## config.mk

```make
export PLATFORM = sky130hd
export DESIGN_NAME = imu_serial_frame_parser
export DESIGN_NICKNAME = d
export VERILOG_FILES = /design/src/rtl/imu_fp_pkg.sv /design/src/rtl/imu_fp_core.sv /design/src/rtl/imu_serial_frame_parser.sv
export SDC_FILE = /design/constraint.sdc
export NUM_CORES = 1
export LEC_CHECK = 0
export ABC_CLOCK_PERIOD_IN_PS = 20800
export BUFFER_PORTS_ARGS = -buffer_cell sky130_fd_sc_hd__buf_2
export CAP_MARGIN = 20
export CORE_MARGIN = 1.5
export CORE_UTILIZATION = 30
export DETAILED_ROUTE_END_ITERATION = 12
export GPL_TIMING_DRIVEN = 0
export PLACE_DENSITY = 0.43
export SLEW_MARGIN = 20
export SYNTH_ARGS = -nofsm -noshare
export SYNTH_HDL_FRONTEND = slang
export SYNTH_SLANG_ARGS = --single-unit
```

## constraint.sdc

```tcl
create_clock -name clk_i -period 20.8 [get_ports clk_i]
set_clock_uncertainty 0.2 [all_clocks]
set_input_delay 3.12 -clock clk_i [delete_from_list [all_inputs] [get_ports clk_i]]
set_output_delay 3.12 -clock clk_i [all_outputs]
set_load 0.01 [all_outputs]
```

## src/rtl/imu_fp_pkg.sv

```systemverilog
package imu_fp_pkg;

  localparam int unsigned FrameLen   = 11;
  localparam int unsigned SumLen     = 10;
  localparam int unsigned CountW     = 4;
  localparam logic [7:0]  HeaderByte = 8'h55;
  localparam int unsigned InDataW    = 8;
  localparam int unsigned OutDataW   = 72;

  typedef struct packed {
    logic               hit;
    logic [7:0]         frame_type;
    logic signed [15:0] word_a;
    logic signed [15:0] word_b;
    logic signed [15:0] word_c;
    logic signed [15:0] word_d;
  } frame_res_t;

endpackage

```

## src/rtl/imu_fp_core.sv

```systemverilog
module imu_fp_core (
  input  logic                    clk_i,
  input  logic                    rst_ni,
  input  logic                    en_i,
  input  logic [7:0]              byte_i,
  output imu_fp_pkg::frame_res_t  res_o
);

  localparam int unsigned FL = imu_fp_pkg::FrameLen;
  localparam int unsigned SL = imu_fp_pkg::SumLen;
  localparam int unsigned CW = imu_fp_pkg::CountW;

  logic [7:0]    buf_q [FL];
  logic [7:0]    buf_d [FL];
  logic [7:0]    nb    [FL];
  logic [7:0]    pair  [SL/2];
  logic [CW-1:0] cnt_q, cnt_d, cnt_eff;
  logic [7:0]    sum;
  logic          head_ok, full, match;

  always_comb begin
    cnt_eff = (cnt_q >= CW'(FL)) ? '0 : cnt_q;
    for (int i = 0; i < FL; i++) begin
      nb[i] = (CW'(i) == cnt_eff) ? byte_i : buf_q[i];
    end
    for (int i = 0; i < SL/2; i++) begin
      pair[i] = nb[2*i] + nb[2*i+1];
    end
    sum     = (pair[0] + pair[1]) + (pair[2] + pair[3]) + pair[4];
    head_ok = (nb[0] == imu_fp_pkg::HeaderByte);
    full    = (cnt_eff == CW'(SL));
    match   = head_ok && full && (sum == nb[SL]);
  end

  // drop the oldest byte on a bad header or a checksum mismatch
  always_comb begin
    buf_d = nb;
    cnt_d = cnt_eff + CW'(1);
    if (!head_ok || (full && !match)) begin
      for (int i = 0; i < FL - 1; i++) begin
        buf_d[i] = nb[i+1];
      end
      cnt_d = cnt_eff;
    end else if (match) begin
      cnt_d = '0;
    end
  end

  always_ff @(posedge clk_i) begin
    if (en_i) begin
      buf_q <= buf_d;
    end
  end

  always_ff @(posedge clk_i or negedge rst_ni) begin
    if (!rst_ni) begin
      cnt_q <= '0;
    end else if (en_i) begin
      cnt_q <= cnt_d;
    end
  end

  always_comb begin
    res_o.hit        = match;
    res_o.frame_type = nb[1];
    res_o.word_a     = {nb[3], nb[2]};
    res_o.word_b     = {nb[5], nb[4]};
    res_o.word_c     = {nb[7], nb[6]};
    res_o.word_d     = {nb[9], nb[8]};
  end

endmodule

```

## src/rtl/imu_serial_frame_parser.sv

```systemverilog
// Input byte and result are both registered. Throughput: one byte per cycle
// unless the output stalls; the frame buffer update and the 10-byte checksum
// run in a single stage between the input and the result register.
// Reset: clears the fill count and both valid flags at once; the frame buffer
// content is undefined until written.
module imu_serial_frame_parser (
  input  logic                                clk_i,
  input  logic                                rst_ni,
  input  logic                                s_axis_tvalid,
  output logic                                s_axis_tready,
  input  logic [imu_fp_pkg::InDataW-1:0]      s_axis_tdata,   // rx_byte
  output logic                                m_axis_tvalid,
  input  logic                                m_axis_tready,
  // frame_type[7:0], word_a[23:8], word_b[39:24], word_c[55:40], word_d[71:56]
  output logic [imu_fp_pkg::OutDataW-1:0]     m_axis_tdata
);

  logic                                   in_valid_q;
  logic [7:0]                             in_byte_q;
  logic                                   out_valid_q;
  logic [imu_fp_pkg::OutDataW-1:0]        out_data_q;
  logic                                   advance;
  imu_fp_pkg::frame_res_t                 res;

  assign advance       = !out_valid_q || m_axis_tready;
  assign s_axis_tready = !in_valid_q || advance;

  always_ff @(posedge clk_i or negedge rst_ni) begin
    if (!rst_ni) begin
      in_valid_q <= 1'b0;
    end else if (s_axis_tready) begin
      in_valid_q <= s_axis_tvalid;
    end
  end

  always_ff @(posedge clk_i) begin
    if (s_axis_tvalid && s_axis_tready) begin
      in_byte_q <= s_axis_tdata;
    end
  end

  imu_fp_core u_core (
    .clk_i  (clk_i),
    .rst_ni (rst_ni),
    .en_i   (in_valid_q && advance),
    .byte_i (in_byte_q),
    .res_o  (res)
  );

  always_ff @(posedge clk_i or negedge rst_ni) begin
    if (!rst_ni) begin
      out_valid_q <= 1'b0;
    end else if (advance) begin
      out_valid_q <= in_valid_q && res.hit;
    end
  end

  always_ff @(posedge clk_i) begin
    if (advance && in_valid_q && res.hit) begin
      out_data_q <= {res.word_d, res.word_c, res.word_b, res.word_a, res.frame_type};
    end
  end

  assign m_axis_tvalid = out_valid_q;
  assign m_axis_tdata  = out_data_q;

endmodule

```

==> results.yml, run 1 <==
critical_path:
  cp_top_family: "adder cells"
  cp_cell_sequence: "buf_2 -> clkbuf_1 -> o21ai_0 -> nand2_1 -> ha_1 -> clkbuf_1 -> nand2_1 -> mux2i_1 -> fa_1 -> fa_1 -> fa_1 -> fa_1 -> inv_1 -> fa_1 -> inv_1 -> fa_1 -> nand2b_1 -> a21oi_1 -> a21o_1 -> a21oi_1 -> xnor3_1 -> xnor2_1 -> and3_4 -> buf_16"
  criticalPathCategory: "reg2reg"
  crit_slowest_cell: "nand2_1"
  critPathBufInv: 6
  critPathArrivalTime_ns: 8.73
  endpoint_kind: "flop"
  r2r-end: "m_axis_tdata[36]$_DFFE_PP_"
  slowest_delay_ns: 0.69
  critPathMaxFanout: 47
  r2r_slack_ns: 11.97
  cp_common_cell: "fa_1"
  cp-start-kind: "flop"
  worst_ep_required_time_ns: 20.70
  timing.rr.start: "u_core.cnt_q[3]$_DFFE_PN0P_"
  reg2regPathDepth: 24
grt:
  grtUsageMet1: 0.208
  grt-busiest-layer: "met2"
  grt_usage: 0.152
  grt_pass1_wl_um: 36600
  grt_pass1_vias: 5884
  grt_antenna_before_repair: 0
  grt_max_degree: 51
  met3_usage: 0.0268
  overflow: 0
  use_met2: 0.250
clocking:
  htree_levels: 4
  cts_tree: "yes"
  cts_sinks: 174
  post-cts-setup-buffer-count: 0
  ctsHoldBuffers: 0
  clk_path_buf_depth: 2
  clk_pin_slew_ns: 0.06
  cts.repair.resized: 0
  cts_made_buffers: 17
  clock_latency_ns: 0.43
  cts_root_buffer: "clkbuf_16"
logic_synthesis:
  seq_area_frac_synth: 0.545
  synth-simple-area-share: 0.0461
  synth_compound_area_frac: 0.0340
  yosys.area.top_type_share: 0.530
  synth_nets: 763
  synth_top_family_by_area: "multiplexers"
  netlist_area_sq_mm: 0.00953
  async_flop_share: 0.0345
  synth_edf_count: 168
  synth_adder_area_share: 0.122
  syn-instance-count: 688
  synth-xor-area-share: 0.0281
  synth.area.mux_share: 0.164
  yosys.area.top_type: "edfxtp_1"
  synth-seq-cells: 174
  syn_area_per_cell_sq_um: 13.8
  yosys.cell_types.count: 52
  ys.warnings.count: 0
  synth_area_leaders: "edfxtp_1, mux2i_1, fa_1"
  synth_ff_type: "edfxtp_1"
layout:
  syn2layout_area_growth_pct: 16.4
  layout_common_cells: "edfxtp_1, mux2i_1, inv_1"
  layout.nets: 869
  instances_no_fill: 1209
  drive_gt1_frac: 0.192
  antennaDiodeCount: 0
  fill_cells: 3082
  multiInputGateArea_sq_mm: 0.00376
  final_common_cell: "edfxtp_1"
  seq_area_sq_mm: 0.00519
floorplan:
  die-area_sq_mm: 0.0328
  start_util: 0.303
  core_area_sq_mm: 0.0314
  die_y_um: 181
  io_pins: 86
  die_w_um: 181
  std_cell_rows: 65
pwr:
  total_power_mw: 1.38
  p_leak_nw: 5.12
  power_density_mw_per_mm2: 125
  ir_drop_uv: 108
worst_hold_path:
  min_to: "m_axis_tvalid$_DFFE_PN0P_"
  holdPathStages: 1
  hp-class: "reg2reg"
  min_from: "in_valid_q$_DFFE_PN0N_"
sta:
  slew_violations: 0
  worst_pin_slew_ns: 0.908
  relSlewSlack: 0.393
  fmax_mhz: 113
  min_period_ns: 8.83
  rsz0062_at_grt: "false"
  hold_violations: 0
  fin_setup_tns_ns: 0
  finalCritPeriodShare: 0.425
  setup_viol: 0
  worst_slack_ns: 11.97
placed_design:
  dp.cells: 1177
  hpwl_um: 15800
  port_buffers: 85
  place_congestion: 0.778
  place_ws_ns: 12.07
flow_run:
  maxCapViolations: 0
drt:
  drc: 0
  ant_nets: 0
  wl_per_cell_um: 19.8
  first_iter_violations: 311
  routed_wl_um: 23900
  first_pass_iters: 4
  vias_per_cell: 4.61
  route.vias.total: 5571
run_status:
  status: "finished, final reports clean"
-- cells in the mapped netlist (all sizes together), types with 6 or more instances --
| cell type | count |
|---|---|
| edfxtp | 168 |
| mux2i | 137 |
| inv | 105 |
| fa | 50 |
| nand2 | 25 |
| buf | 21 |
| xnor2 | 19 |
| a21oi | 15 |
| mux2 | 15 |
| nor2 | 14 |
| ha | 13 |
| clkbuf | 12 |
| xor2 | 9 |
| and2 | 8 |
| nand2b | 8 |
| o21ai | 8 |
| dfrtp | 6 |
-- final cells by class --
class / instances / share of cell area
Clock buffer: 17 / 0.0384
Inverter: 106 / 0.0363
Multi-Input combinational cell: 375 / 0.339
Clock inverter: 15 / 0.0131
Tap cell: 402 / 0.0454
Timing Repair Buffer: 87 / 0.0433
Sequential cell: 174 / 0.468
Buffer: 33 / 0.0162
-- per-layer routing --
metal | wire [um] | share of wire | vias to the layer above
li1 | - | - | 2611
met1 | 11500 | 0.48 | 2815
met2 | 11200 | 0.47 | 128
met3 | 840 | 0.035 | 17
met4 | 316 | 0.013 | 0
met5 | 0 | 0 | -
-- sequential cells by signal (all words and copies together) (netlist names) --
register,cells
in_byte_q,8
in_valid_q,1
m_axis_tdata,72
m_axis_tvalid,1
u_core.buf_q,88
u_core.cnt_q,4
-- stage by stage --
stage                     cell area [sq um]  hold slack (ns)  utilization
final                                 11100            0.308        0.353
after global routing                  11100            0.354        0.353
after CTS                             11100            0.312        0.353
after detailed placement              10500            0.299        0.335
after global placement                10500            0.287        0.333
after floorplan                        9530            0.273            -
-- cells by family after synthesis --
kind of cell / after synthesis
flip-flops: 174
buffers and inverters: 139
AND/OR/NAND/NOR: 82
AO/OA/AOI/OAI: 49
multiplexers: 152
XOR/XNOR: 29
adder cells (fa/ha/maj): 63
-- how the worst max path moves through the flow --
stage | from | endpoint | slack (ns) | cells past startpoint
6_report | u_core.cnt_q[3]$_DFFE_PN0P_ | m_axis_tdata[36]$_DFFE_PP_ | 11.97 | 24
3_3_place_gp | u_core.cnt_q[3]$_DFFE_PN0P_ | m_axis_tdata[13]$_DFFE_PP_ | 10.26 | 23
4_1_cts | u_core.cnt_q[3]$_DFFE_PN0P_ | m_axis_tdata[56]$_DFFE_PP_ | 11.96 | 24
2_1_floorplan | u_core.cnt_q[3]$_DFFE_PN0P_ | m_axis_tdata[0]$_DFFE_PP_ | 12.27 | 24
5_1_grt | u_core.cnt_q[3]$_DFFE_PN0P_ | m_axis_tdata[56]$_DFFE_PP_ | 11.45 | 24
3_5_place_dp | u_core.cnt_q[3]$_DFFE_PN0P_ | m_axis_tdata[18]$_DFFE_PP_ | 12.07 | 24
-- where the power goes --
group          switching, mW  total [mW]  leakage (nW)  internal [mW]
Clock                  0.143       0.320         0.276          0.177
Combinational          0.367       0.656          3.18          0.290
Sequential           0.00619       0.408          1.66          0.402
(Power assumes the default switching activity.)
==> run 2, diff against run 1 <==
--- a/config.mk
+++ b/config.mk
@@ -5,7 +5,7 @@
 export SDC_FILE = /design/constraint.sdc
 export NUM_CORES = 1
 export LEC_CHECK = 0
-export ABC_CLOCK_PERIOD_IN_PS = 20800
+export ABC_CLOCK_PERIOD_IN_PS = 8600
 export BUFFER_PORTS_ARGS = -buffer_cell sky130_fd_sc_hd__buf_2
 export CAP_MARGIN = 20
 export CORE_MARGIN = 1.5
==> constraint.sdc (replaced) <==
create_clock -name clk_i -period 8.6 [get_ports clk_i]
set_clock_uncertainty 0.2 [all_clocks]
set_input_delay 1.29 -clock clk_i [delete_from_list [all_inputs] [get_ports clk_i]]
set_output_delay 1.29 -clock clk_i [all_outputs]
set_load 0.01 [all_outputs]
==> results.yml, run 2 (synthesis gave the netlist of run 1 again) <==
critical_path:
  critPathCapture: "m_axis_tdata[36]$_DFFE_PP_"
  timing.rr.start: "u_core.cnt_q[2]$_DFFE_PN0P_"
  slowest_delay_ns: 0.57
  cp_cell_sequence: "buf_2 -> buf_2 -> o21ai_0 -> and2_1 -> ha_1 -> clkbuf_1 -> nand3b_1 -> clkbuf_4 -> mux2i_1 -> fa_1 -> fa_1 -> fa_1 -> fa_1 -> inv_1 -> fa_1 -> ha_1 -> a21o_1 -> a21oi_1 -> xnor3_1 -> xnor2_2 -> and3_4 -> buf_16"
  criticalPathCategory: "reg2reg"
  r2r_slack_ns: 0.41
  worst_ep_required_time_ns: 8.50
  crit_slowest_cell: "xnor3_1"
  cp-startpoint: "u_core.cnt_q[2]$_DFFE_PN0P_"
  critPathArrivalTime_ns: 8.09
  cp-start-kind: "flop"
  reg2regPathDepth: 22
  r2r-end: "m_axis_tdata[36]$_DFFE_PP_"
  cp_common_cell: "fa_1"
  endpoint_kind: "flop"
  critPathMaxFanout: 47
drt:
  routed_wl_um: 24100
  first_iter_violations: 253
  route.vias.total: 5540
  ant_nets: 0
  first_pass_iters: 5
  drc: 0
  wl_per_cell_um: 19.9
  vias_per_cell: 4.58
pwr:
  p_clk_frac: 0.224
  ir_drop_uv: 262
  p_leak_nw: 5.13
  swShare: 0.383
  power_density_mw_per_mm2: 309
  seqPwrFrac: 0.286
  p_sw_mw: 1.32
  total_power_mw: 3.45
  p_int_mw: 2.13
  combPwrFrac: 0.490
layout:
  layout_common_cells: "edfxtp_1, mux2i_1, inv_1"
  multiInputGateArea_sq_mm: 0.00382
  fill_cells: 3078
  fin_area_sq_mm: 0.0112
  drive_gt1_frac: 0.209
  antennaDiodeCount: 0
  syn2layout_area_growth_pct: 17.1
  instances_no_fill: 1209
  final_util: 0.355
  layout.nets: 869
  largest_reg_flops: 88
  max_flop_register: "u_core.buf_q"
  final_common_cell: "edfxtp_1"
  seq_area_sq_mm: 0.00519
sta:
  slew_violations: 0
  worst_pin_slew_ns: 0.758
  hold_violations: 0
  finalCritPeriodShare: 0.953
  fin_setup_tns_ns: 0
  holdWs_ns: 0.308
  relSlewSlack: 0.495
  min_period_ns: 8.19
  setup_viol: 0
  fmax_mhz: 122
  worst_slack_ns: 0.406
grt:
  grt_pass1_vias: 5884
  grt_pass1_wl_um: 36600
  grt_antenna_before_repair: 0
  grt_usage: 0.152
  grt_max_degree: 51
  overflow: 0
clocking:
  clk_pin_slew_ns: 0.06
  post-cts-setup-buffer-count: 0
  htree_levels: 4
  clk_path_buf_depth: 2
  ctsHoldBuffers: 0
  clock_latency_ns: 0.43
  cts_made_buffers: 17
  cts_sinks: 174
  cts_tree: "yes"
  cts_root_buffer: "clkbuf_16"
floorplan:
  std_cell_rows: 65
  die_y_um: 181
  die_w_um: 181
  core_area_sq_mm: 0.0314
  die-area_sq_mm: 0.0328
  io_pins: 86
  start_util: 0.303
placed_design:
  dp.cells: 1177
  place_congestion: 0.778
  place_ws_ns: -0.134
  port_buffers: 85
  hpwl_um: 15800
  placed_area_sq_mm: 0.0105
run_status:
  status: "finished, final reports clean"
worst_hold_path:
  hp-class: "reg2reg"
flow_run:
  maxCapViolations: 0
run 2: cell types whose count changed in the layout (fill, tap and decap cells not counted), moves of 2 or more:
cell | before | now
nand2_1 | 25 | 22
mux2i_2 | 0 | 7
mux2i_1 | 137 | 130
nand2_4 | 0 | 2
clkbuf_1 | 12 | 10
buf_2 | 94 | 92
clkbuf_4 | 0 | 2
run 2: final cells by class:
| cell class | count | area share |
|---|---|---|
| well taps | 402 | 0.0451 |
| multi-input cells | 376 | 0.343 |
| inverters | 106 | 0.0361 |
| repair buffers | 87 | 0.0431 |
| clock inverters | 15 | 0.0130 |
| flip-flops and latches | 174 | 0.466 |
| clock buffers | 17 | 0.0381 |
| plain buffers | 32 | 0.0164 |
run 2: power groups by stage:
stage	sequential, mW	combinational (mW)	clock [mW]
finish	0.988	1.69	0.771
global route	0.991	1.91	0.829
CTS	0.988	1.61	0.797
detailed placement	1.01	1.59	0
global placement	1.01	1.57	0
floorplan	1.00	1.24	0
run 2: worst min path at each step:
stage / from / end / slack, ns / cells after the start
6_report: in_valid_q$_DFFE_PN0N_ / m_axis_tvalid$_DFFE_PN0P_ / 0.31 / 1
5_1_grt: in_valid_q$_DFFE_PN0N_ / m_axis_tvalid$_DFFE_PN0P_ / 0.35 / 1
4_1_cts: in_valid_q$_DFFE_PN0N_ / m_axis_tvalid$_DFFE_PN0P_ / 0.31 / 1
3_5_place_dp: in_valid_q$_DFFE_PN0N_ / m_axis_tvalid$_DFFE_PN0P_ / 0.30 / 1
3_3_place_gp: in_valid_q$_DFFE_PN0N_ / m_axis_tvalid$_DFFE_PN0P_ / 0.29 / 1
2_1_floorplan: in_valid_q$_DFFE_PN0N_ / m_axis_tvalid$_DFFE_PN0P_ / 0.27 / 1
run 2: per-layer routing:
| layer | wire length (um) | track usage | up-vias |
|---|---|---|---|
| met1 | 11600 | 0.208 | 2786 |
| met5 | 0 | 0 | - |
| met2 | 11300 | 0.250 | 123 |
| met3 | 863 | 0.0268 | 17 |
| li1 | - | - | 2614 |
| met4 | 312 | 0.0397 | 0 |
run 2: repair_timing:
item | CTS | global route
cloned | 0 | 1
resized for setup | 2 | 16
setup endpoints to repair | 109 | 152
run 2: critical path, delay by kind of cell, from the launching register on:
kind	cells	cell delay, ns
AO/OA/AOI/OAI	3	0.62
adder cells (fa/ha/maj)	7	3.15
AND/OR/NAND/NOR	3	0.72
XOR/XNOR	2	0.88
multiplexers	1	0.43
flip-flops	1	0.35
buffers and inverters	6	1.41
